<file path="src/rtl/lsbse_pkg.sv">
// Shared types and constants for the LSB pixel stego embed/extract block.
package lsbse_pkg;

	// Configuration register indexes
	localparam logic CFG_MODE   = 1'b0;
	localparam logic CFG_LENGTH = 1'b1;

	// Mode codes
	localparam logic MODE_EMBED   = 1'b0;
	localparam logic MODE_EXTRACT = 1'b1;

	// Header is eight pixels, one length byte each
	localparam logic [3:0] HDR_PIXELS = 4'd8;

	// Pixel masks for the 3-2-3 layout
	localparam logic [7:0] KEEP_RB   = 8'hF8;
	localparam logic [7:0] KEEP_G    = 8'hFC;
	localparam logic [7:0] BYTE_RED  = 8'hE0;
	localparam logic [7:0] BYTE_GRN  = 8'h18;
	localparam logic [7:0] LOW_RB    = 8'h07;
	localparam logic [7:0] LOW_G     = 8'h03;

	typedef struct packed {
		logic [3:0]  hdr_pos;
		logic [63:0] bytes_done;
		logic [63:0] asm_len;
		logic        done;
	} state_t;

	typedef struct packed {
		logic       start_of_image;
		logic [7:0] red;
		logic [7:0] green;
		logic [7:0] blue;
		logic [7:0] payload_byte;
	} in_item_t;

	typedef struct packed {
		logic [7:0]  red;
		logic [7:0]  green;
		logic [7:0]  blue;
		logic        byte_consumed;
		logic [7:0]  recovered_byte;
		logic        recovered_valid;
		logic [63:0] length_seen;
		logic        finished;
	} out_item_t;

endpackage

</file>
<file path="src/rtl/lsbse_codec.sv">
// Per-pixel embed/extract logic: next state and result for one pixel.
module lsbse_codec (
	input  logic                 mode,
	input  logic [63:0]          payload_length,
	input  lsbse_pkg::state_t    state_cur,
	input  lsbse_pkg::in_item_t  item,
	output lsbse_pkg::state_t    state_nxt,
	output lsbse_pkg::out_item_t result
);

	lsbse_pkg::state_t st;
	logic [63:0] bytes_inc;
	logic [63:0] limit;
	logic        in_header;
	logic [2:0]  byte_sel;
	logic [7:0]  hdr_byte;
	logic [7:0]  code;
	logic [7:0]  packed_byte;
	logic        embed;
	logic [3:0]  hdr_next;
	logic [63:0] asm_next;

	// Start of image clears the state before the pixel is handled
	assign st = item.start_of_image ? '0 : state_cur;

	assign in_header   = (st.hdr_pos < lsbse_pkg::HDR_PIXELS);
	assign hdr_next    = st.hdr_pos + 4'd1;
	assign byte_sel    = 3'd7 - st.hdr_pos[2:0];
	assign hdr_byte    = payload_length[{byte_sel, 3'b000} +: 8];
	assign packed_byte = {item.red[2:0], item.green[1:0], item.blue[2:0]};
	assign asm_next    = {st.asm_len[55:0], packed_byte};

	// Saturating byte count
	assign bytes_inc = (&st.bytes_done) ? st.bytes_done : st.bytes_done + 64'd1;
	assign limit     = (mode == lsbse_pkg::MODE_EMBED) ? payload_length : st.asm_len;

	always_comb begin
		state_nxt             = st;
		result.byte_consumed  = 1'b0;
		result.recovered_byte = 8'd0;
		result.recovered_valid = 1'b0;
		result.length_seen    = 64'd0;
		embed                 = 1'b0;
		code                  = 8'd0;

		if (mode == lsbse_pkg::MODE_EMBED) begin
			if (in_header) begin
				code              = hdr_byte;
				embed             = 1'b1;
				state_nxt.hdr_pos = hdr_next;
				if (hdr_next == lsbse_pkg::HDR_PIXELS && payload_length == 64'd0) begin
					state_nxt.done = 1'b1;
				end
			end else if (!st.done) begin
				code                 = item.payload_byte;
				embed                = 1'b1;
				result.byte_consumed = 1'b1;
				state_nxt.bytes_done = bytes_inc;
				if (bytes_inc >= limit) begin
					state_nxt.done = 1'b1;
				end
			end
		end else begin
			if (in_header) begin
				state_nxt.asm_len = asm_next;
				state_nxt.hdr_pos = hdr_next;
				if (hdr_next == lsbse_pkg::HDR_PIXELS && asm_next == 64'd0) begin
					state_nxt.done = 1'b1;
				end
			end else if (!st.done) begin
				result.recovered_byte  = packed_byte;
				result.recovered_valid = 1'b1;
				state_nxt.bytes_done   = bytes_inc;
				if (bytes_inc >= limit) begin
					state_nxt.done = 1'b1;
				end
			end
			result.length_seen = state_nxt.asm_len;
		end

		// Low-bit substitution, or pass-through
		if (embed) begin
			result.red   = (item.red & lsbse_pkg::KEEP_RB)
				| ((code & lsbse_pkg::BYTE_RED) >> 5);
			result.green = (item.green & lsbse_pkg::KEEP_G)
				| ((code & lsbse_pkg::BYTE_GRN) >> 3);
			result.blue  = (item.blue & lsbse_pkg::KEEP_RB) | (code & lsbse_pkg::LOW_RB);
		end else begin
			result.red   = item.red;
			result.green = item.green;
			result.blue  = item.blue;
		end
		result.finished = state_nxt.done;
	end

endmodule

</file>
<file path="src/rtl/lsb_pixel_stego_embed_extract_top.sv">
// Top level of the LSB pixel stego embed/extract block: pipeline and config.
//
//  channel | direction | handshake          | payload
//  --------+-----------+--------------------+------------------------------------
//  in      | input     | in_valid/in_stall  | start_of_image, rgb_in, payload_byte
//  out     | output    | out_valid/out_stall| rgb_out, consumed, recovered, status
//  cfg     | input     | cfg_we             | cfg_index, cfg_data (64 bits)
//
// One pixel per clock unless out_stall holds the pipe: input register, the
// per-pixel logic, result register. The 64-bit saturating byte-count add
// and compare sets the critical path.
// Reset clears the pipeline valids, the header/byte state and the configuration registers.
// An output stall backs up through both stages to in_stall in the same cycle.
module lsb_pixel_stego_embed_extract_top (
	input  logic        clk,
	input  logic        arst_n,
	input  logic        in_valid,
	output logic        in_stall,
	input  logic        start_of_image,
	input  logic [7:0]  red_in,
	input  logic [7:0]  green_in,
	input  logic [7:0]  blue_in,
	input  logic [7:0]  payload_byte,
	output logic        out_valid,
	input  logic        out_stall,
	output logic [7:0]  red_out,
	output logic [7:0]  green_out,
	output logic [7:0]  blue_out,
	output logic        byte_consumed,
	output logic [7:0]  recovered_byte,
	output logic        recovered_valid,
	output logic [63:0] length_seen,
	output logic        finished,
	input  logic        cfg_we,
	input  logic        cfg_index,
	input  logic [63:0] cfg_data
);

	logic                 mode_q;
	logic [63:0]          length_q;
	lsbse_pkg::state_t    state_q;
	lsbse_pkg::state_t    state_nxt;
	lsbse_pkg::in_item_t  item_s1;
	logic                 valid_s1;
	lsbse_pkg::out_item_t result;
	lsbse_pkg::out_item_t res_s2;
	logic                 valid_s2;
	logic                 load_s2;
	logic                 load_s1;

	// Pipeline advance
	assign load_s2  = valid_s1 && (!valid_s2 || !out_stall);
	assign load_s1  = in_valid && !in_stall;
	assign in_stall = valid_s1 && !load_s2;

	// Configuration registers
	always_ff @(posedge clk or negedge arst_n) begin
		if (!arst_n) begin
			mode_q   <= lsbse_pkg::MODE_EMBED;
			length_q <= 64'd0;
		end else if (cfg_we) begin
			case (cfg_index)
				lsbse_pkg::CFG_MODE:   mode_q   <= cfg_data[0];
				lsbse_pkg::CFG_LENGTH: length_q <= cfg_data;
				default: ;
			endcase
		end
	end

	// Input register
	always_ff @(posedge clk or negedge arst_n) begin
		if (!arst_n) begin
			valid_s1 <= 1'b0;
		end else if (load_s1) begin
			valid_s1 <= 1'b1;
		end else if (load_s2) begin
			valid_s1 <= 1'b0;
		end
	end

	always_ff @(posedge clk) begin
		if (load_s1) begin
			item_s1 <= '{start_of_image, red_in, green_in, blue_in, payload_byte};
		end
	end

	lsbse_codec u_codec (
		.mode           (mode_q),
		.payload_length (length_q),
		.state_cur      (state_q),
		.item           (item_s1),
		.state_nxt      (state_nxt),
		.result         (result)
	);

	// Header and byte-count state advances as a pixel moves to the result stage
	always_ff @(posedge clk or negedge arst_n) begin
		if (!arst_n) begin
			state_q <= '0;
		end else if (load_s2) begin
			state_q <= state_nxt;
		end
	end

	// Result register
	always_ff @(posedge clk or negedge arst_n) begin
		if (!arst_n) begin
			valid_s2 <= 1'b0;
		end else if (load_s2) begin
			valid_s2 <= 1'b1;
		end else if (!out_stall) begin
			valid_s2 <= 1'b0;
		end
	end

	always_ff @(posedge clk) begin
		if (load_s2) begin
			res_s2 <= result;
		end
	end

	assign out_valid       = valid_s2;
	assign red_out         = res_s2.red;
	assign green_out       = res_s2.green;
	assign blue_out        = res_s2.blue;
	assign byte_consumed   = res_s2.byte_consumed;
	assign recovered_byte  = res_s2.recovered_byte;
	assign recovered_valid = res_s2.recovered_valid;
	assign length_seen     = res_s2.length_seen;
	assign finished        = res_s2.finished;

endmodule

</file>
<file path="config.mk">
export PLATFORM = sky130hd
export DESIGN_NAME = lsb_pixel_stego_embed_extract_top
export DESIGN_NICKNAME = d
export VERILOG_FILES = /design/src/rtl/lsbse_pkg.sv /design/src/rtl/lsbse_codec.sv /design/src/rtl/lsb_pixel_stego_embed_extract_top.sv
export SDC_FILE = /design/constraint.sdc
export NUM_CORES = 1
export LEC_CHECK = 0
export BUFFER_PORTS_ARGS = -buffer_cell sky130_fd_sc_hd__buf_2
export CAP_MARGIN = 20
export CELL_PAD_IN_SITES_DETAIL_PLACEMENT = 0
export CELL_PAD_IN_SITES_GLOBAL_PLACEMENT = 1
export CORE_MARGIN = 4
export CORE_UTILIZATION = 51
export CTS_CLUSTER_SIZE = 28
export DETAILED_ROUTE_END_ITERATION = 8
export GPL_ROUTABILITY_DRIVEN = 0
export PLACE_DENSITY_LB_ADDON = 0.1
export SETUP_SLACK_MARGIN = 0.02
export SLEW_MARGIN = 10
export SYNTH_ARGS = -nofsm -noshare
export SYNTH_HDL_FRONTEND = slang
export SYNTH_SLANG_ARGS = --single-unit
</file>
<file path="constraint.sdc">
create_clock -name clk -period 8.21 [get_ports clk]
set_input_delay 1.642 -clock clk [delete_from_list [all_inputs] [get_ports clk]]
set_output_delay 1.642 -clock clk [all_outputs]
set_load 0.02 [all_outputs]
</file>
* After elaboration in Yosys (flattened, before gate mapping)
Index checks and enable logic that the tools add are counted.
** Storage, ports and cells
- Bits in registers :: 332
- Output and inout port bits :: 101
- Logic and storage cells :: 80
** Operators by class
- Add/sub/neg operators :: 3
- $lt $le $gt $ge :: 2
- Eq/ne operators :: 2
- Shifts and indexed selects :: 1
- Mux-type cells :: 27
- Bitwise operators :: 5
- Reductions and logical operators :: 19
** Operators by type and width (count)
- two-way mux 64 bit :: 6
- two-way mux 133 bit :: 1
- zero test 64 bit :: 2
- adder 64 x 1 -> 64 bit (second input constant) :: 1
- greater-or-equal comparator 64 bit :: 1
- AND reduction 64 bit :: 1
- variable part select 64 x 7 -> 8 bit :: 1
- two-way mux 24 bit :: 1
- two-way mux 8 bit :: 3
- bitwise OR 8 x 3 -> 8 bit :: 2
- two-way mux 1 bit :: 15
- bitwise OR 8 x 2 -> 8 bit :: 1
- logical AND 1 bit :: 5
- adder 4 x 1 -> 4 bit (second input constant) :: 1
- equality test 4 bit (second input constant) :: 1
- zero test 1 bit :: 4
- < comparator 4 bit (second input constant) :: 1
- two-way mux 4 bit :: 1
- AND reduction 2 bit :: 2
- OR reduction 2 bit :: 2
- OR reduction 3 bit :: 1
- subtractor 3 bit (first input constant) :: 1
- != test 2 x 1 -> 1 bit (second input constant) :: 1
- NOT 1 bit :: 2
- other kinds (2) :: 2

* Logic depth before layout (Yosys ltp)
- Depth after elaboration :: 8
- Gate-level depth with buffers :: 23
- Mapped depth without buffers :: 19

* Cells and area by module
From an unflattened synthesis, not the netlist that was laid out.
** Unflattened totals
- Cells, all modules :: 1991
- Area, all modules :: 20664.8 um^2
** Modules (own cells, without submodules)
- lsb_pixel_stego_embed_extract_top :: instances 1, cells each 559, area each 11668.7 um^2, seq. area each 8968.6 um^2
- lsbse_codec :: instances 1, cells each 1432, area each 8996.1 um^2, seq. area each 0.0 um^2

* Worst setup path before layout
OpenSTA, ideal clock, no wires.
- Path type :: input-to-reg
- From :: input out_stall
- To :: register state_q[88] (netlist bit)
- Arrival :: 5.012 ns
- Required time :: 7.914 ns
- Setup slack :: 2.902 ns
- Cell stages on the path :: 5
- Path through :: nand2_1 > nand2_1 > inv_2 > clkbuf_1 > a31oi_1
** Between the ends
- Cells in the longest elaborated chain, start to end :: 3
** RTL lines
- start, declared :: line lsb_pixel_stego_embed_extract_top.sv:25 : input logic out_stall,
- zero test 1 bit
- logical OR 1 bit :: line lsb_pixel_stego_embed_extract_top.sv:52 : assign load_s2 = valid_s1 && (!valid_s2 || !out_stall);
- logical AND 1 bit :: line lsb_pixel_stego_embed_extract_top.sv:52
- net load_s2 :: line lsb_pixel_stego_embed_extract_top.sv:48 : logic load_s2;
- end signal, assigned :: line lsb_pixel_stego_embed_extract_top.sv:101 : state_q <= state_nxt;
- end, declared :: line lsb_pixel_stego_embed_extract_top.sv:41 : lsbse_pkg::state_t state_q;
The timed path passes the listed nets, and every way through them passes these cells.
A chain may end at the register's enable or synchronous reset.

==> impl_results.md <==
- Worst EP arrival: 6.04 ns
- Final Non-Filler Cells: 2412
- FF-to-FF Start: item_s1[32]
- Synth Warn #: 0
- WP data required: 8.49 ns
- Vias in the first global route: 14970
- I/O Buffers: 203
- Synth Cell Area: 18520 um^2
- Synth async-reset ratio: 0.6024
- Hold buffers post-CTS: 0
- RSZ-0062 raised after global routing: false
- Clk Latency, worst-skew pair: 0.56 ns
- WL final: 61.62 mm
- Routed wire per std cell: 25.55 um
- Crit. End Element: flop
- Max-slew violation count: 0
- Cell Rows: 69
- Final HPWL DP: 43.23 mm
- Maximum clock frequency: 173.7 MHz
- Crit-path max cell delay: 0.77 ns
- Hold_sp: item_s1[22]
- Placed insts: 2340
- Global-route wire length before repair: 92.18 mm
- Longest Clk Path Bufs: 3
- Share of cells above drive strength 1: 0.2006
- Final Cycle Share: 0.7011
- Synth Instances: 1770
- Worst path cell trace: buf_4 > and4b_1 > nor4b_2 > nand4_1 > or3_1 > nor4_2 > xnor2_1 > nor2_1 > ha_1 > a21o_1 > a21o_1 > a21oi_1 > o21ai_0 > a211oi_1 > nand2_1
- Setup TNS: 0 ns
- Ys flop type: dfrtp_1
- DRT iter0 DRCs: 1827
- Final setup violation count: 0
- GRT Total Usage: 0.3060
- Final Hold Fails: 0
- Crit path max-delay cell type: or3_1
- Crit path launch: item_s1[32]
- Most common cell after layout, fill and taps aside: buf_2
- Initial antenna violation count: 2
- Worst Tran Pin Value: 1.148 ns
- Minimum clock period: 5.756 ns
- Post-DR vias/cell: 6.527
- CP max FO: 60
- R2R setup slack: 2.45 ns
- Worst hold path class: flop to flop
- Pin count of the biggest net entering global routing: 92
- Final Power: 0.004687 W
- Rel. slew slack: 0.2279
- MaxCap Viol Count: 0
- PwrDens: 221.7 nW/um^2
- Post-route ant nets: 0
- Clock transition at path regs: 0.06 ns
- Clock root buffer: clkbuf_16
- Critical Path Most Common Cell: a21o_1
- Via count: 15740
- CTS-repair resized insts: 0
- Post-synth EDFFs: 132
- Skew final: 0.01882 ns
- I/O Pins: 204
- Setup CP Type: flop to flop
- CP bufs+invs: 1
- Total setup buffers inserted after CTS: 0
- Startpoint types: flop
- Status: finished, final reports clean
- Total CTS buffers: 38
- Die width: 198.6 um
- Mean Syn Cell Area: 10.46 um^2
- Final-stage net count: 2089
- # DRC: 0
- Unique masters post-synth: 82
- Sequential element share of the synthesized area: 0.4843
- #FFs+latches synth: 332
- Family with the most delay on the worst path: simple AND/OR/NAND/NOR gates
- Maximum vdd ir drop: 0.2667 mV
- GRT overflow: 0
- Area Overhead vs Synth: 14.15%
- DIE HEIGHT: 198.6 um
- Syn nets: 1940
- Die area: 39430 um^2
- Core Area: 35660 um^2
- Initial core utilization: 0.5194
- Pleak: 8.472 nW
- CTS sink count: 332
- CTS H-tree depth: 2
- DR pass1 iterations: 6
- TritonCTS clock tree: built
- Commonest non-fill, non-tap cells in the layout: buf_2 (202), dfrtp_1 (199), nand2_1 (174)
flip-flops by register name, summed over array words and instances (netlist names):
signal           cells
out_valid            1
red_out              8
blue_out             8
recovered_byte       8
state_q            133
mode_q               1
recovered_valid      1
length_q            64
length_seen         64
valid_s1             1
item_s1             33
finished             1
green_out            8
byte_consumed        1
cells in the mapped netlist (55+ instances only):
master | instances | share of area
edfxtp_1 | 132 | 0.21
mux2i_1 | 99 | 0.054
ha_1 | 67 | 0.045
nor2_1 | 142 | 0.029
clkbuf_1 | 93 | 0.019
nor4_1 | 57 | 0.019
nand3_1 | 55 | 0.015
a21oi_1 | 60 | 0.016
o21ai_0 | 69 | 0.019
mux2_2 | 64 | 0.039
a22oi_1 | 66 | 0.027
a22o_1 | 64 | 0.030
dfrtp_1 | 200 | 0.27
nand2_1 | 177 | 0.036
area by class of cell:
class	count	area (um^2)
fill	3002	14510
antenna	2	5.005
timing repair buffer	228	1212
multi-input combinational	1304	9039
inverter	15	61.31
sequential	332	8972
tap	461	576.8
clock inverter	23	239.0
clock buffer	47	1036
per-stage QoR:
stage / hold slack [ns] / area (um^2) / util / setup slack, ns
after floorplan: 0.4003 / 18520 / - / 2.902
after global placement: 0.4007 / 19860 / 0.5570 / 2.593
after detailed placement: 0.4054 / 19860 / 0.5570 / 2.577
after CTS: 0.4199 / 21140 / 0.5928 / 2.581
after global routing: 0.4229 / 21140 / 0.5929 / 2.108
final: 0.4190 / 21140 / 0.5929 / 2.454
report_power, final:
group / leakage [nW] / switching (W) / internal [W]
Sequential: 3.89 / 0.000225 / 0.00189
Combinational: 3.96 / 0.000491 / 0.000320
Clock: 0.623 / 0.000729 / 0.00103
worst paths after layout:
check                           cells after the start      endpoint
worst max register to register                     15      finished
worst min register to register                      0  green_out[6]
worst max-delay path                               15      finished
worst min-delay path                                0  green_out[6]
min in group asynchronous                           1  state_q[113]
max in group asynchronous                           2  state_q[132]
per-layer routing:
layer	track usage	vias up	part of all wire
met4	0.1016	0	0.033
met3	0.04726	140	0.082
met2	0.4739	818	0.46
met1	0.4448	7806	0.43
li1	-	6978	-
met5	0	-	0
cells by family after synthesis:
logic type      synth area share
simple gates              0.1768
flops                     0.4843
buf+inv                  0.02952
compound gates            0.1392
xor+xnor                 0.02885
fa+ha+maj                0.04526
mux                      0.09607
Note: power is estimated with default switching activity, not from simulation.
